$ cat src/hdl/lcdw_pkg.sv
`timescale 1ns / 1ps

package lcdw_pkg;

    localparam int SCREEN_WIDTH  = 240;
    localparam int SCREEN_HEIGHT = 135;
    localparam int PIXEL_COUNT   = SCREEN_WIDTH * SCREEN_HEIGHT;

    localparam int KIND_W  = 2;
    localparam int COORD_W = 8;
    localparam int COLOR_W = 16;
    localparam int ADDR_W  = 15;

    localparam logic [KIND_W-1:0] KIND_SET_WINDOW  = 2'd0;
    localparam logic [KIND_W-1:0] KIND_WRITE_PIXEL = 2'd1;
    localparam logic [KIND_W-1:0] KIND_DRAW_POINT  = 2'd2;

    typedef enum logic {
        ST_CLEAR,
        ST_READY
    } ctrl_state_t;

    typedef struct packed {
        logic clear_en;
        logic item_en;
    } lcdw_cmd_t;

    typedef struct packed {
        logic clear_last;
    } lcdw_status_t;

endpackage

$ cat src/hdl/lcdw_ctrl.sv
`timescale 1ns / 1ps

module lcdw_ctrl
    import lcdw_pkg::*;
(
    input  logic         clk,
    input  logic         rst_n,
    input  logic         start,
    output logic         busy,
    output lcdw_cmd_t    cmd,
    input  lcdw_status_t status
);

    ctrl_state_t state_reg;
    ctrl_state_t state_next;

    always_ff @(posedge clk or negedge rst_n)
    begin
        if (!rst_n)
        begin
            state_reg <= ST_CLEAR;
        end
        else
        begin
            state_reg <= state_next;
        end
    end

    always_comb
    begin
        state_next   = state_reg;
        cmd.clear_en = 1'b0;
        cmd.item_en  = 1'b0;
        busy         = 1'b0;
        unique case (state_reg)
            ST_CLEAR:
            begin
                busy         = 1'b1;
                cmd.clear_en = 1'b1;
                if (status.clear_last)
                begin
                    state_next = ST_READY;
                end
            end
            ST_READY:
            begin
                cmd.item_en = start;
            end
            default:
            begin
                state_next = ST_CLEAR;
            end
        endcase
    end

endmodule

$ cat src/hdl/lcdw_datapath.sv
`timescale 1ns / 1ps

module lcdw_datapath
    import lcdw_pkg::*;
(
    input  logic               clk,
    input  logic               rst_n,
    input  lcdw_cmd_t          cmd,
    output lcdw_status_t       status,
    input  logic [KIND_W-1:0]  kind,
    input  logic [COORD_W-1:0] col_start,
    input  logic [COORD_W-1:0] row_start,
    input  logic [COORD_W-1:0] col_end,
    input  logic [COORD_W-1:0] row_end,
    input  logic [COLOR_W-1:0] pixel_color,
    output logic               done,
    output logic               stored,
    output logic [ADDR_W-1:0]  store_address,
    output logic               window_open
);

    logic [COLOR_W-1:0] frame_mem [PIXEL_COUNT];

    logic [ADDR_W-1:0]  clr_addr_reg;

    logic [ADDR_W-1:0]  wp_reg;
    logic [ADDR_W-1:0]  wp_next;
    logic [COORD_W-1:0] width_reg;
    logic [COORD_W-1:0] width_next;
    logic [COORD_W-1:0] height_reg;
    logic [COORD_W-1:0] height_next;
    logic [COORD_W-1:0] col_step_reg;
    logic [COORD_W-1:0] col_step_next;
    logic [COORD_W:0]   row_step_reg;
    logic [COORD_W:0]   row_step_next;

    logic               done_reg;
    logic               stored_reg;
    logic               stored_next;
    logic [ADDR_W-1:0]  addr_reg;
    logic [ADDR_W-1:0]  addr_next;
    logic               open_reg;
    logic               open_next;

    logic               wr_en_reg;
    logic [ADDR_W-1:0]  wr_addr_reg;
    logic [COLOR_W-1:0] wr_data_reg;

    logic               win_ok;
    logic               point_ok;
    logic               open_now;
    logic [ADDR_W-1:0]  start_addr;

    assign status.clear_last = (clr_addr_reg == ADDR_W'(PIXEL_COUNT - 1));

    assign win_ok   = (col_end >= col_start) && (row_end >= row_start)
                   && (ADDR_W'(col_end) < ADDR_W'(SCREEN_WIDTH))
                   && (ADDR_W'(row_end) < ADDR_W'(SCREEN_HEIGHT));
    assign point_ok = (ADDR_W'(col_start) < ADDR_W'(SCREEN_WIDTH))
                   && (ADDR_W'(row_start) < ADDR_W'(SCREEN_HEIGHT));
    assign open_now = (width_reg != '0) || (height_reg != '0);
    assign start_addr = ADDR_W'(ADDR_W'(row_start) * ADDR_W'(SCREEN_WIDTH))
                      + ADDR_W'(col_start);

    always_comb
    begin
        wp_next       = wp_reg;
        width_next    = width_reg;
        height_next   = height_reg;
        col_step_next = col_step_reg;
        row_step_next = row_step_reg;
        stored_next   = 1'b0;
        addr_next     = '0;
        if (cmd.item_en)
        begin
            case (kind)
                KIND_SET_WINDOW:
                begin
                    if (win_ok)
                    begin
                        wp_next     = start_addr;
                        width_next  = col_end - col_start;
                        height_next = row_end - row_start;
                    end
                    else
                    begin
                        wp_next     = '0;
                        width_next  = '0;
                        height_next = '0;
                    end
                    col_step_next = '0;
                    row_step_next = '0;
                end
                KIND_WRITE_PIXEL:
                begin
                    if (open_now)
                    begin
                        if (row_step_reg <= {1'b0, height_reg})
                        begin
                            if (wp_reg < ADDR_W'(PIXEL_COUNT))
                            begin
                                stored_next = 1'b1;
                                addr_next   = wp_reg;
                            end
                            if (col_step_reg == width_reg)
                            begin
                                wp_next       = wp_reg + (ADDR_W'(SCREEN_WIDTH)
                                              - ADDR_W'(width_reg));
                                col_step_next = '0;
                                row_step_next = row_step_reg + 1'b1;
                            end
                            else
                            begin
                                wp_next       = wp_reg + 1'b1;
                                col_step_next = col_step_reg + 1'b1;
                            end
                        end
                        else
                        begin
                            // window exhausted
                            wp_next       = '0;
                            width_next    = '0;
                            height_next   = '0;
                            col_step_next = '0;
                            row_step_next = '0;
                        end
                    end
                end
                KIND_DRAW_POINT:
                begin
                    if (point_ok)
                    begin
                        stored_next = 1'b1;
                        addr_next   = start_addr;
                    end
                end
                default:
                begin
                end
            endcase
        end
        open_next = (width_next != '0) || (height_next != '0);
    end

    always_ff @(posedge clk or negedge rst_n)
    begin
        if (!rst_n)
        begin
            clr_addr_reg <= '0;
            wp_reg       <= '0;
            width_reg    <= '0;
            height_reg   <= '0;
            col_step_reg <= '0;
            row_step_reg <= '0;
            done_reg     <= 1'b0;
            wr_en_reg    <= 1'b0;
        end
        else
        begin
            if (cmd.clear_en)
            begin
                clr_addr_reg <= clr_addr_reg + 1'b1;
            end
            wp_reg       <= wp_next;
            width_reg    <= width_next;
            height_reg   <= height_next;
            col_step_reg <= col_step_next;
            row_step_reg <= row_step_next;
            done_reg     <= cmd.item_en;
            wr_en_reg    <= stored_next;
        end
    end

    always_ff @(posedge clk)
    begin
        if (cmd.item_en)
        begin
            stored_reg <= stored_next;
            addr_reg   <= addr_next;
            open_reg   <= open_next;
        end
        wr_addr_reg <= addr_next;
        wr_data_reg <= pixel_color;
    end

    always_ff @(posedge clk)
    begin
        if (cmd.clear_en)
        begin
            frame_mem[clr_addr_reg] <= '0;
        end
        else if (wr_en_reg)
        begin
            frame_mem[wr_addr_reg] <= wr_data_reg;
        end
    end

    assign done          = done_reg;
    assign stored        = stored_reg;
    assign store_address = addr_reg;
    assign window_open   = open_reg;

endmodule

$ cat src/hdl/lcd_window_pixel_writer.sv
`timescale 1ns / 1ps

// After reset the block holds busy high while it clears the frame memory to
// background, one pixel a cycle; start is ignored until busy falls and busy then
// stays low. From then on one item is taken every cycle: each item's result
// appears on stored, store_address and window_open together with done in the
// cycle after the transfer, and the pixel reaches frame memory through a
// registered write port in the cycle after that. The receiver cannot stall, so
// results must be taken in the cycle that done is high.
module lcd_window_pixel_writer
    import lcdw_pkg::*;
(
    input  logic               clk,
    input  logic               rst_n,
    input  logic               start,
    output logic               busy,
    input  logic [KIND_W-1:0]  kind,
    input  logic [COORD_W-1:0] col_start,
    input  logic [COORD_W-1:0] row_start,
    input  logic [COORD_W-1:0] col_end,
    input  logic [COORD_W-1:0] row_end,
    input  logic [COLOR_W-1:0] pixel_color,
    output logic               done,
    output logic               stored,
    output logic [ADDR_W-1:0]  store_address,
    output logic               window_open
);

    lcdw_cmd_t    cmd;
    lcdw_status_t status;

    lcdw_ctrl u_ctrl (
        .clk    (clk),
        .rst_n  (rst_n),
        .start  (start),
        .busy   (busy),
        .cmd    (cmd),
        .status (status)
    );

    lcdw_datapath u_datapath (
        .clk           (clk),
        .rst_n         (rst_n),
        .cmd           (cmd),
        .status        (status),
        .kind          (kind),
        .col_start     (col_start),
        .row_start     (row_start),
        .col_end       (col_end),
        .row_end       (row_end),
        .pixel_color   (pixel_color),
        .done          (done),
        .stored        (stored),
        .store_address (store_address),
        .window_open   (window_open)
    );

endmodule

$ cat config.mk
export PLATFORM = sky130hd
export DESIGN_NAME = lcd_window_pixel_writer
export DESIGN_NICKNAME = d
export VERILOG_FILES = /design/src/hdl/lcdw_pkg.sv /design/src/hdl/lcdw_ctrl.sv /design/src/hdl/lcdw_datapath.sv /design/src/hdl/lcd_window_pixel_writer.sv
export SDC_FILE = /design/constraint.sdc
export NUM_CORES = 1
export LEC_CHECK = 0
export BUFFER_PORTS_ARGS = -buffer_cell sky130_fd_sc_hd__buf_4
export CORE_AREA = 2 2 131 133
export DETAILED_ROUTE_END_ITERATION = 8
export DIE_AREA = 0 0 133 135
export MAX_ROUTING_LAYER = met4
export PLACE_DENSITY_LB_ADDON = 0.25
export REMOVE_ABC_BUFFERS = 1
export SLEW_MARGIN = 20
export SYNTH_ARGS = -nofsm -noshare
export SYNTH_HDL_FRONTEND = slang
export SYNTH_SLANG_ARGS = --single-unit
$ cat constraint.sdc
create_clock -name clk -period 9 [get_ports clk]
set_input_delay 1.8 -clock clk [delete_from_list [all_inputs] [get_ports clk]]
set_output_delay 1.8 -clock clk [all_outputs]
set_load 0.03 [all_outputs]
Yosys cells after proc, flatten, opt, wreduce, memory -nomap -nowiden

Cells that the tools add are included.

Reduce and logical (&&, ||, !) cells: 14
Multiply operators: 1
Equality and inequality tests: 6
Multiplexer cells: 37
Magnitude comparators: 8
$add $sub $neg: 9

Operators with widths:

| cell                    | number |
|---|---|
| $mux W15                | 8 |
| $mux W8                 | 11 |
| $pmux W15 S2            | 2 |
| $pmux W8 S2             | 3 |
| $lt A8 B8 Y1 const B    | 4 |
| $reduce_bool A8 Y1      | 4 |
| $add A15 B1 Y15 const B | 2 |
| $mux W9                 | 3 |
| $pmux W9 S2             | 1 |
| $ge A8 B8 Y1            | 2 |
| $sub A8 B8 Y8           | 2 |
| $add A15 B15 Y15        | 1 |
| $add A15 B8 Y15         | 1 |
| $eq A15 B15 Y1 const B  | 1 |
| $lt A15 B15 Y1 const B  | 1 |
| $mul A8 B4 Y11 const B  | 1 |
| $add A9 B1 Y9 const B   | 1 |
| $le A9 B8 Y1            | 1 |
| $sub A8 B8 Y9 const A   | 1 |
| $add A8 B1 Y8 const B   | 1 |
| $eq A8 B8 Y1            | 1 |
| $mux W1                 | 8 |
| $logic_and A1 B1 Y1     | 4 |
| $reduce_and A4 Y1       | 1 |
| 9 further kinds         | 10 |

Register bits: 82
Output and inout bits: 19

Logic depth before layout (Yosys ltp)

Gate-level depths: netlist (run 1).

Depth in word-level cells: 9
Depth in mapped cells: 15

By module

Synthesis (run 1) repeated with hierarchy kept, for this count alone.

Cell total of the unflattened synthesis: 715
Area, all modules: 6608.8 µm²

Modules (own cells, without submodules):

| module        | sequential area each (µm²) | cells each | area an instance (µm²) | times used |
|---|---|---|---|---|
| lcdw_datapath | 2112.0                     | 710        | 6558.8                 | 1 |
| lcdw_ctrl     | 25.0                       | 5          | 50.0                   | 1 |

Least setup slack after synthesis (run 1)

Ideal clock, no wire load.

Path type: in2reg
Start point: in row_start[0]
End point: reg u_datapath.addr_reg[14], in the netlist u_datapath.store_address[14] (data pin)
Stages on the path: 11
Arrival time: 4.861 ns
Buffers on the path: 0
Setup slack: 3.881 ns
Required time: 8.742 ns
Cell sequence: fa_1 > fa_1 > fa_1 > ha_1 > o21ai_0 > a2111oi_2 > nand4_1 > nor4_1 > xnor2_1 > a22oi_1 > nor2b_1

Word-level cells in the longest chain between the ends: 4
Elaborated cells on any way between the ends: 6
Classes of those cells: add/sub (1); mul (1); order compare (1); mux (2); reduce/logical (1)

RTL lines:

| element                                                | RTL line                                 | source |
|---|---|---|
| start, declared                                        | lcd_window_pixel_writer.sv:19            | `input logic [COORD_W-1:0] row_start,` |
| $mul A8 B4 Y11 or $lt A8 B8 Y1 (tied branches)         | lcdw_datapath.sv:62, lcdw_datapath.sv:60 |  |
| $add A15 B8 Y15 or $logic_and A1 B1 Y1 (tied branches) | lcdw_datapath.sv:63, lcdw_datapath.sv:60 |  |
| $mux W15 *                                             | lcdw_datapath.sv:131                     | `if (point_ok)` |
| $pmux W15 S2 *                                         | lcdw_datapath.sv:76                      | `case (kind)` |
| net u_datapath.addr_next[14]                           | lcdw_datapath.sv:41                      | `logic [ADDR_W-1:0] addr_next;` |
| end signal, assigned                                   | lcdw_datapath.sv:179                     | `addr_reg <= addr_next;` |
| end, declared                                          | lcdw_datapath.sv:40                      | `logic [ADDR_W-1:0] addr_reg;` |

The timed path passes the listed nets; every way through them passes the cells marked *.
A chain may end at the register's enable or synchronous reset.

Worst setup path after layout (run 1)

Same ends and word-level chain as after synthesis.

==> metrics.md, run 1 <==
| Metric | Value |
|---|---|
| Worst slew margin | `0.4341` |
| Antenna diode count | `0` |
| Pin count of the biggest net entering global routing | `66` |
| Hold Vio Cnt, Final | `0` |
| Layout Nets | `891` |
| Skew final | `0.008765 ns` |
| CTS Buffer Depth | `2` |
| F_max | `194.9 MHz` |
| H-tree levels | `3` |
| DP HPWL | `11,900 microns` |
| Cells on worst reg2reg path | `14` |
| Post-DP Area | `0.007167 sq mm` |
| CTS tree | `built` |
| Unique cell type count in the Yosys netlist | `62` |
| Die X | `133 microns` |
| Syn avg cell area | `9.305 sq um` |
| Lkg Pwr | `3.449 nW` |
| R2R Path Start | `u_datapath.width_reg[4]$_DFF_PN0_` |
| Hold_buf cts | `0` |
| CP max FO | `4` |
| # clock sinks | `82` |
| Mux cell area share after synthesis | `0.003458` |
| First-pass DRT Iterations | `5` |
| Yosys reg bits | `82` |
| Crit path arrival time | `5.23 ns` |
| Worst Tran Pin Value | `0.8489 ns` |
| Placer congestion estimate | `0.9063` |
| CTS Buf Count | `9` |
| Fill cells | `1,587` |
| # rows | `47` |
| Die height | `135 microns` |
| Vias in the first global route | `5,337` |
| Initial DRC count | `331` |
| DR WL/cell | `15.60 microns` |
| # IOs | `72` |
| Largest family of logic cells by synthesized area | `simple AND/OR/NAND/NOR gates` |
| Outcome | `completed` |
| Input/output buffers | `55` |
| Endpoint type of the worst setup path | `flip-flop` |
| DRC viols | `0` |
| Share of layout cells above drive strength 1 | `0.1159` |
| Synth Cell Area | `0.006514 sq mm` |
| Design area | `0.007463 sq mm` |
| Sequential share of the synthesized area | `0.3281` |
| Global route overflow | `0` |
| Setup slack, reg-to-reg | `5.14 ns` |
| Area Overhead vs Synth | `14.58%` |
| First-pass GRT wire length | `25,940 microns` |
| Post-Synth Adder-Cell Area | `0.1809` |
| Initial core utilization | `0.3970` |
| Ys async rst share | `0.7927` |
| Simple-gate portion of the synthesized area | `0.1831` |
| Post-synth EDFFs | `17` |
| Pwr Density | `136.5 mW/mm^2` |
| Via Count | `5,289` |
| Setup TNS | `0 ns` |
| Critical path launch point type | `input port` |
| Final Critical Period | `5.130 ns` |
| CTS Root Cell | `clkbuf_16` |
| Number of setup violations in the final report | `0` |
| Max-Cap Viols | `0` |
| Worst Hold Depth | `1` |
| CP Data Required Time | `9.10 ns` |
| Number of post-CTS setup repair buffers | `0` |
| Most used DFF post-synth | `dfrtp_1` |
| Gate Count Post-Synth | `700` |
| XOR/XNOR Fraction of Synth Area | `0.08740` |
| Period utilization | `0.5700` |
| Die area | `0.01796 sq mm` |
| Final ANT Viol Nets | `0` |
| Fin util | `0.4549` |
| Core box area | `0.01641 sq mm` |
| VDD IR max | `79.93 uV` |
| Reg clk slew, reported paths | `0.06 ns` |
| HP Start | `u_datapath.clr_addr_reg[14]$_DFFE_PN0N_` |
| Clk_lat worst skew | `0.35 ns` |
| DR vias/cell | `5.402` |
| Worst min-delay path category | `flip-flop to flip-flop` |
| RSZ-0062 raised after global routing | `false` |
| Initial antenna violation count | `0` |
| Yosys warning count | `0` |
| Hold path endpoint | `u_datapath.clr_addr_reg[14]$_DFFE_PN0N_` |
| Global Route Usage Sum | `0.1858` |
| Max-slew violations | `0` |
| Post-synthesis compound-gate area fraction | `0.1702` |
| Reg2reg end | `u_datapath.wp_reg[14]$_DFFE_PN0P_` |
| Wirelength, routed | `15,270 microns` |
| CP Class | `input port to flip-flop` |
| Cts repair resizes | `0` |
layout make-up:
class	count	area, sq um	area share
Clock buffer	11	254.0	0.03403
Clock inverter	5	33.78	0.004526
Inverter	62	232.7	0.03118
Multi-Input combinational cell	539	4080	0.5467
Sequential cell	82	2137	0.2863
Tap cell	220	275.3	0.03688
Timing Repair Buffer	60	450.4	0.06035
worst max-delay path by stage:
stage,from,end,slack (ns)
finish,row_start[0],u_datapath.store_address[14]$_DFFE_PP_,3.87
global route,row_start[0],u_datapath.store_address[14]$_DFFE_PP_,3.62
CTS,row_start[0],u_datapath.store_address[14]$_DFFE_PP_,3.86
detailed placement,row_start[0],u_datapath.store_address[14]$_DFFE_PP_,3.48
global placement,row_start[0],u_datapath.store_address[14]$_DFFE_PP_,3.53
floorplan,row_start[0],u_datapath.store_address[14]$_DFFE_PP_,3.88
power by group:
part	leakage (nW)	internal [mW]	total, mW	switching, mW
Combinational	2.35	0.116	0.283	0.167
Clock	0.145	0.204	0.357	0.153
Sequential	0.955	0.379	0.379	0
layer usage:
layer	track usage	vias up	share of wire
li1	-	2619	-
met1	0.2459	2504	0.48
met2	0.2930	151	0.45
met3	0.02890	15	0.054
met4	0.06093	0	0.015
met5	-	-	0
critical path, stage by stage:
cell	delay [ns]
buf_4	0.14
fa_1	0.57
fa_1	0.47
fa_1	0.47
ha_1	0.32
o21ai_0	0.15
a2111oi_2	0.47
nand4_1	0.19
nor4_1	0.26
xnor2_1	0.15
a22oi_1	0.17
nor2b_1	0.07
synth_stat cells, drive strengths merged, types with 11 or more instances:
library cell | instances | area, sq um
a211oi | 12 | 102.6
a21o | 15 | 112.6
a21oi | 18 | 93.84
a221oi | 13 | 113.9
a22oi | 15 | 112.6
clkbuf | 11 | 42.54
dfrtp | 65 | 1627
edfxtp | 17 | 510.5
fa | 17 | 340.3
ha | 67 | 838.3
inv | 62 | 232.7
nand2 | 39 | 146.4
nand3 | 15 | 75.07
nand4 | 21 | 131.4
nor2 | 72 | 270.3
nor2b | 22 | 137.6
nor3 | 22 | 115.1
o21ai | 35 | 175.2
xnor2 | 40 | 350.3
xor2 | 25 | 219.0
kinds of logic after synthesis:
group	count (synthesis)
simple gates	234
compound gates	154
fa+ha+maj	84
flops	82
buf+inv	79
xor+xnor	65
mux	2
placed cells by master (no fill, tap or decap), types with 4 or more instances in the layout:
master	synthesis	final
inv_1	62	62
nor2_1	72	71
nor2b_1	22	22
a221oi_1	13	13
a211oi_1	11	11
clkbuf_16	0	10
a31oi_1	5	5
buf_4	0	60
and3_1	10	10
a21o_1	15	15
and2_1	5	5
dfrtp_1	65	65
nand3_1	15	15
a22o_1	6	6
o21a_1	6	6
nor4_1	4	4
nand2_1	39	39
fa_1	17	17
o21ai_0	35	35
nor3_1	21	21
xnor2_1	40	40
ha_1	67	67
a22oi_1	15	15
nand4_1	21	21
a21oi_1	17	17
edfxtp_1	17	17
xor2_1	25	25
a211o_1	6	6
stage by stage:
stage          hold slack (ns)  power [mW]  cells  setup WS, ns
2_1_floorplan           0.4374      0.5869    683         3.879
5_1_grt                 0.4907       1.078    979         3.622
4_1_cts                 0.4730       1.030    979         3.858
3_3_place_gp            0.4566      0.6625    963         3.528
3_5_place_dp            0.4600      0.6681    963         3.484
6_report                0.4724       1.019    979         3.870
No activity file was read; power rests on OpenSTA's default activity.
==> run 2: changes to the inputs <==
--- a/config.mk
+++ b/config.mk
@@ -5,10 +5,11 @@
 export SDC_FILE = /design/constraint.sdc
 export NUM_CORES = 1
 export LEC_CHECK = 0
+export ABC_AREA = 1
 export BUFFER_PORTS_ARGS = -buffer_cell sky130_fd_sc_hd__buf_4
-export CORE_AREA = 2 2 131 133
+export CORE_AREA = 2 2 140 142
 export DETAILED_ROUTE_END_ITERATION = 8
-export DIE_AREA = 0 0 133 135
+export DIE_AREA = 0 0 142 144
 export MAX_ROUTING_LAYER = met4
 export PLACE_DENSITY_LB_ADDON = 0.25
 export REMOVE_ABC_BUFFERS = 1
==> constraint.sdc (replaced) <==
create_clock -name clk -period 5 [get_ports clk]
set_input_delay 1 -clock clk [delete_from_list [all_inputs] [get_ports clk]]
set_output_delay 1 -clock clk [all_outputs]
set_load 0.03 [all_outputs]
==> metrics.md, run 2 <==
| Metric | Value |
|---|---|
| Wirelength, routed | `17,830 microns (+17%)` |
| Pwr Density | `224.5 mW/mm^2 (+64%)` |
| Area Overhead vs Synth | `12.01%` |
| Hold path endpoint | `u_datapath.clr_addr_reg[14]$_DFFE_PN0N_` |
| Critical path launch point type | `input port` |
| Ys async rst share | `0.7927 (unchanged)` |
| Reg2reg end | `u_datapath.wp_reg[14]$_DFFE_PN0P_` |
| Setup TNS | `0 ns (unchanged)` |
| Worst Tran Pin Value | `0.8740 ns (+0.02513 ns)` |
| Initial core utilization | `0.3903 (-0.006690)` |
| Synth Cell Area | `0.007447 sq mm (+14%)` |
| Syn avg cell area | `7.294 sq um (-22%)` |
| R2R Path Start | `u_datapath.width_reg[1]$_DFF_PN0_` |
| DR WL/cell | `13.57 microns (-13%)` |
| First-pass GRT wire length | `30,480 microns (+17%)` |
| Top cells by area, synth | `dfrtp_1, nand2_1, ha_1` |
| Input/output buffers | `55 (unchanged)` |
| Worst Hold Depth | `1 (unchanged)` |
| CP Data Required Time | `5.08 ns (-4.02 ns)` |
| Endpoint type of the worst setup path | `flip-flop` |
| Period utilization | `0.7926` |
| Crit path arrival time | `4.04 ns (-1.19 ns)` |
| # rows | `51 (+8.5%)` |
| DP HPWL | `13,920 microns (+17%)` |
| Worst slew margin | `0.4173 (-0.01676)` |
| Unique cell type count in the Yosys netlist | `50 (-19%)` |
| Final ANT Viol Nets | `0 (unchanged)` |
| Skew final | `0.007878 ns (-0.0008872 ns)` |
| Setup slack, reg-to-reg | `1.91 ns (-3.23 ns)` |
| First-pass DRT Iterations | `6 (+1)` |
| CTS Root Cell | `clkbuf_16` |
| Global Route Usage Sum | `0.1926 (+0.006868)` |
| Final Critical Period | `3.963 ns` |
| H-tree levels | `3 (unchanged)` |
| Yosys top cell area share | `0.2184 (-0.03130)` |
| Share of layout cells above drive strength 1 | `0.1283 (+0.01231)` |
| Die area | `0.02045 sq mm (+14%)` |
| Hold_buf cts | `0 (unchanged)` |
| Commonest non-fill, non-tap cell in the layout | `nand2_1` |
| CP max FO | `4 (unchanged)` |
| Die height | `144 microns (+6.7%)` |
| Outcome | `completed` |
| # clock sinks | `82 (unchanged)` |
| Worst min-delay path category | `flip-flop to flip-flop` |
| Yosys warning count | `0 (unchanged)` |
| Initial antenna violation count | `0 (unchanged)` |
| Pin count of the biggest net entering global routing | `66 (unchanged)` |
| Placer congestion estimate | `0.8561 (-5.5%)` |
| Cts repair resizes | `0 (unchanged)` |
| # IOs | `72 (unchanged)` |
| CTS tree | `built` |
| Global route overflow | `0 (unchanged)` |
| Post-synth top cells | `nand2_1, inv_1, nor2_1` |
| CTS Buffer Depth | `2 (unchanged)` |
| Initial DRC count | `404 (+22%)` |
| Yosys top cell by area | `dfrtp_1` |
| DRC viols | `0 (unchanged)` |
| Via Count | `6,498 (+23%)` |
| RSZ-0062 raised after global routing | `false` |
| Number of post-CTS setup repair buffers | `0 (unchanged)` |
| Clk_lat worst skew | `0.35 ns (about the same)` |
| Max-slew violations | `0 (unchanged)` |
| Yosys reg bits | `82 (unchanged)` |
| Die X | `142 microns (+6.8%)` |
| CTS Buf Count | `9 (unchanged)` |
| Most used DFF post-synth | `dfrtp_1` |
| Reg clk slew, reported paths | `0.07 ns (about the same)` |
| F_max | `252.3 MHz` |
| Core box area | `0.01908 sq mm (+16%)` |
| Gate Count Post-Synth | `1,021 (+46%)` |
| HP Start | `u_datapath.clr_addr_reg[14]$_DFFE_PN0N_` |
| Max-Cap Viols | `0 (unchanged)` |
| Hold Vio Cnt, Final | `0 (unchanged)` |
| Cells on worst reg2reg path | `17 (+3)` |
| Number of setup violations in the final report | `0 (unchanged)` |
| DR vias/cell | `4.945 (-8.5%)` |
| CP Class | `input port to flip-flop` |
| Lkg Pwr | `4.241 nW (+23%)` |
| Antenna diode count | `0 (unchanged)` |
| Count leader, synth | `nand2_1` |
| Layout Nets | `1,208 (+36%)` |
| Vias in the first global route | `6,392 (+20%)` |
| VDD IR max | `151.1 uV (+89%)` |
| Final Power | `1.873 mW (+84%)` |
| Most frequent cells in the layout | `nand2_1, inv_1, nor2_1, nand3_1, ha_1` |
| Sequential share of the synthesized area | `0.2870 (-0.04112)` |
| Post-synth EDFFs | `17 (unchanged)` |
[run 2: report_power, final]
| part | total [mW] | internal (mW) | switching, mW |
|---|---|---|---|
| combinational | 0.529 | 0.195 | 0.334 |
| sequential | 0.682 | 0.682 | 0 |
| clock | 0.662 | 0.351 | 0.311 |
[run 2: worst max path at each step]
stage	start	endpoint	slack [ns]
floorplan	row_start[0]	u_datapath.store_address[14]$_DFFE_PP_	1.01
global placement	row_start[0]	u_datapath.store_address[12]$_DFFE_PP_	0.68
detailed placement	row_start[0]	u_datapath.store_address[12]$_DFFE_PP_	0.67
CTS	row_start[0]	u_datapath.store_address[12]$_DFFE_PP_	1.06
global route	row_start[0]	u_datapath.store_address[14]$_DFFE_PP_	0.82
finish	row_start[0]	u_datapath.store_address[12]$_DFFE_PP_	1.04
[run 2: cell type report]
cell class | count | area (sq um)
clock buffers | 9 | 225.2
clock inverters | 7 | 65.06
fillers | 1974 | 10740
inverters | 159 | 600.6
multi-input cells | 760 | 4573
flip-flops and latches | 82 | 2137
well taps | 238 | 297.8
repair buffers | 59 | 442.9
[run 2: kinds of logic after synthesis]
logic type      synth area share
fa+ha+maj                 0.1583
buf+inv                  0.09896
xor+xnor                 0.04805
compound gates           0.09896
simple gates              0.3088
flops                     0.2870
[run 2: through the flow]
stage | util | cell area [sq um] | hold slack [ns] | worst slack [ns] | std cells
floorplan | - | 7311 | 0.4461 | 1.012 | 1001
global placement | 0.4220 | 8051 | 0.4613 | 0.6823 | 1298
detailed placement | 0.4220 | 8051 | 0.4716 | 0.6744 | 1298
CTS | 0.4372 | 8342 | 0.4855 | 1.063 | 1314
global route | 0.4372 | 8342 | 0.5060 | 0.8216 | 1314
finish | 0.4372 | 8342 | 0.4743 | 1.037 | 1314
[run 2: worst max-delay path, cell delays in order]
cell and delay [ns]:
buf_4 0.14, fa_1 0.58, fa_1 0.47, fa_1 0.48, ha_1 0.34, a21oi_1 0.17
o21a_1 0.17, nor2_1 0.04, nand2_1 0.10, nor2_1 0.05, nand2_1 0.10, xor2_1 0.22
inv_1 0.06, nand2_1 0.06, a21oi_1 0.06
[run 2: per-layer routing]
metal  global-route usage  up-vias  routed length [microns]
met5                    -        -                        0
met4              0.04895        0                      314
met3              0.03278       23                      643
met2               0.3247      133                     8516
met1               0.2419     2955                     8353
li1                     -     3387                        -
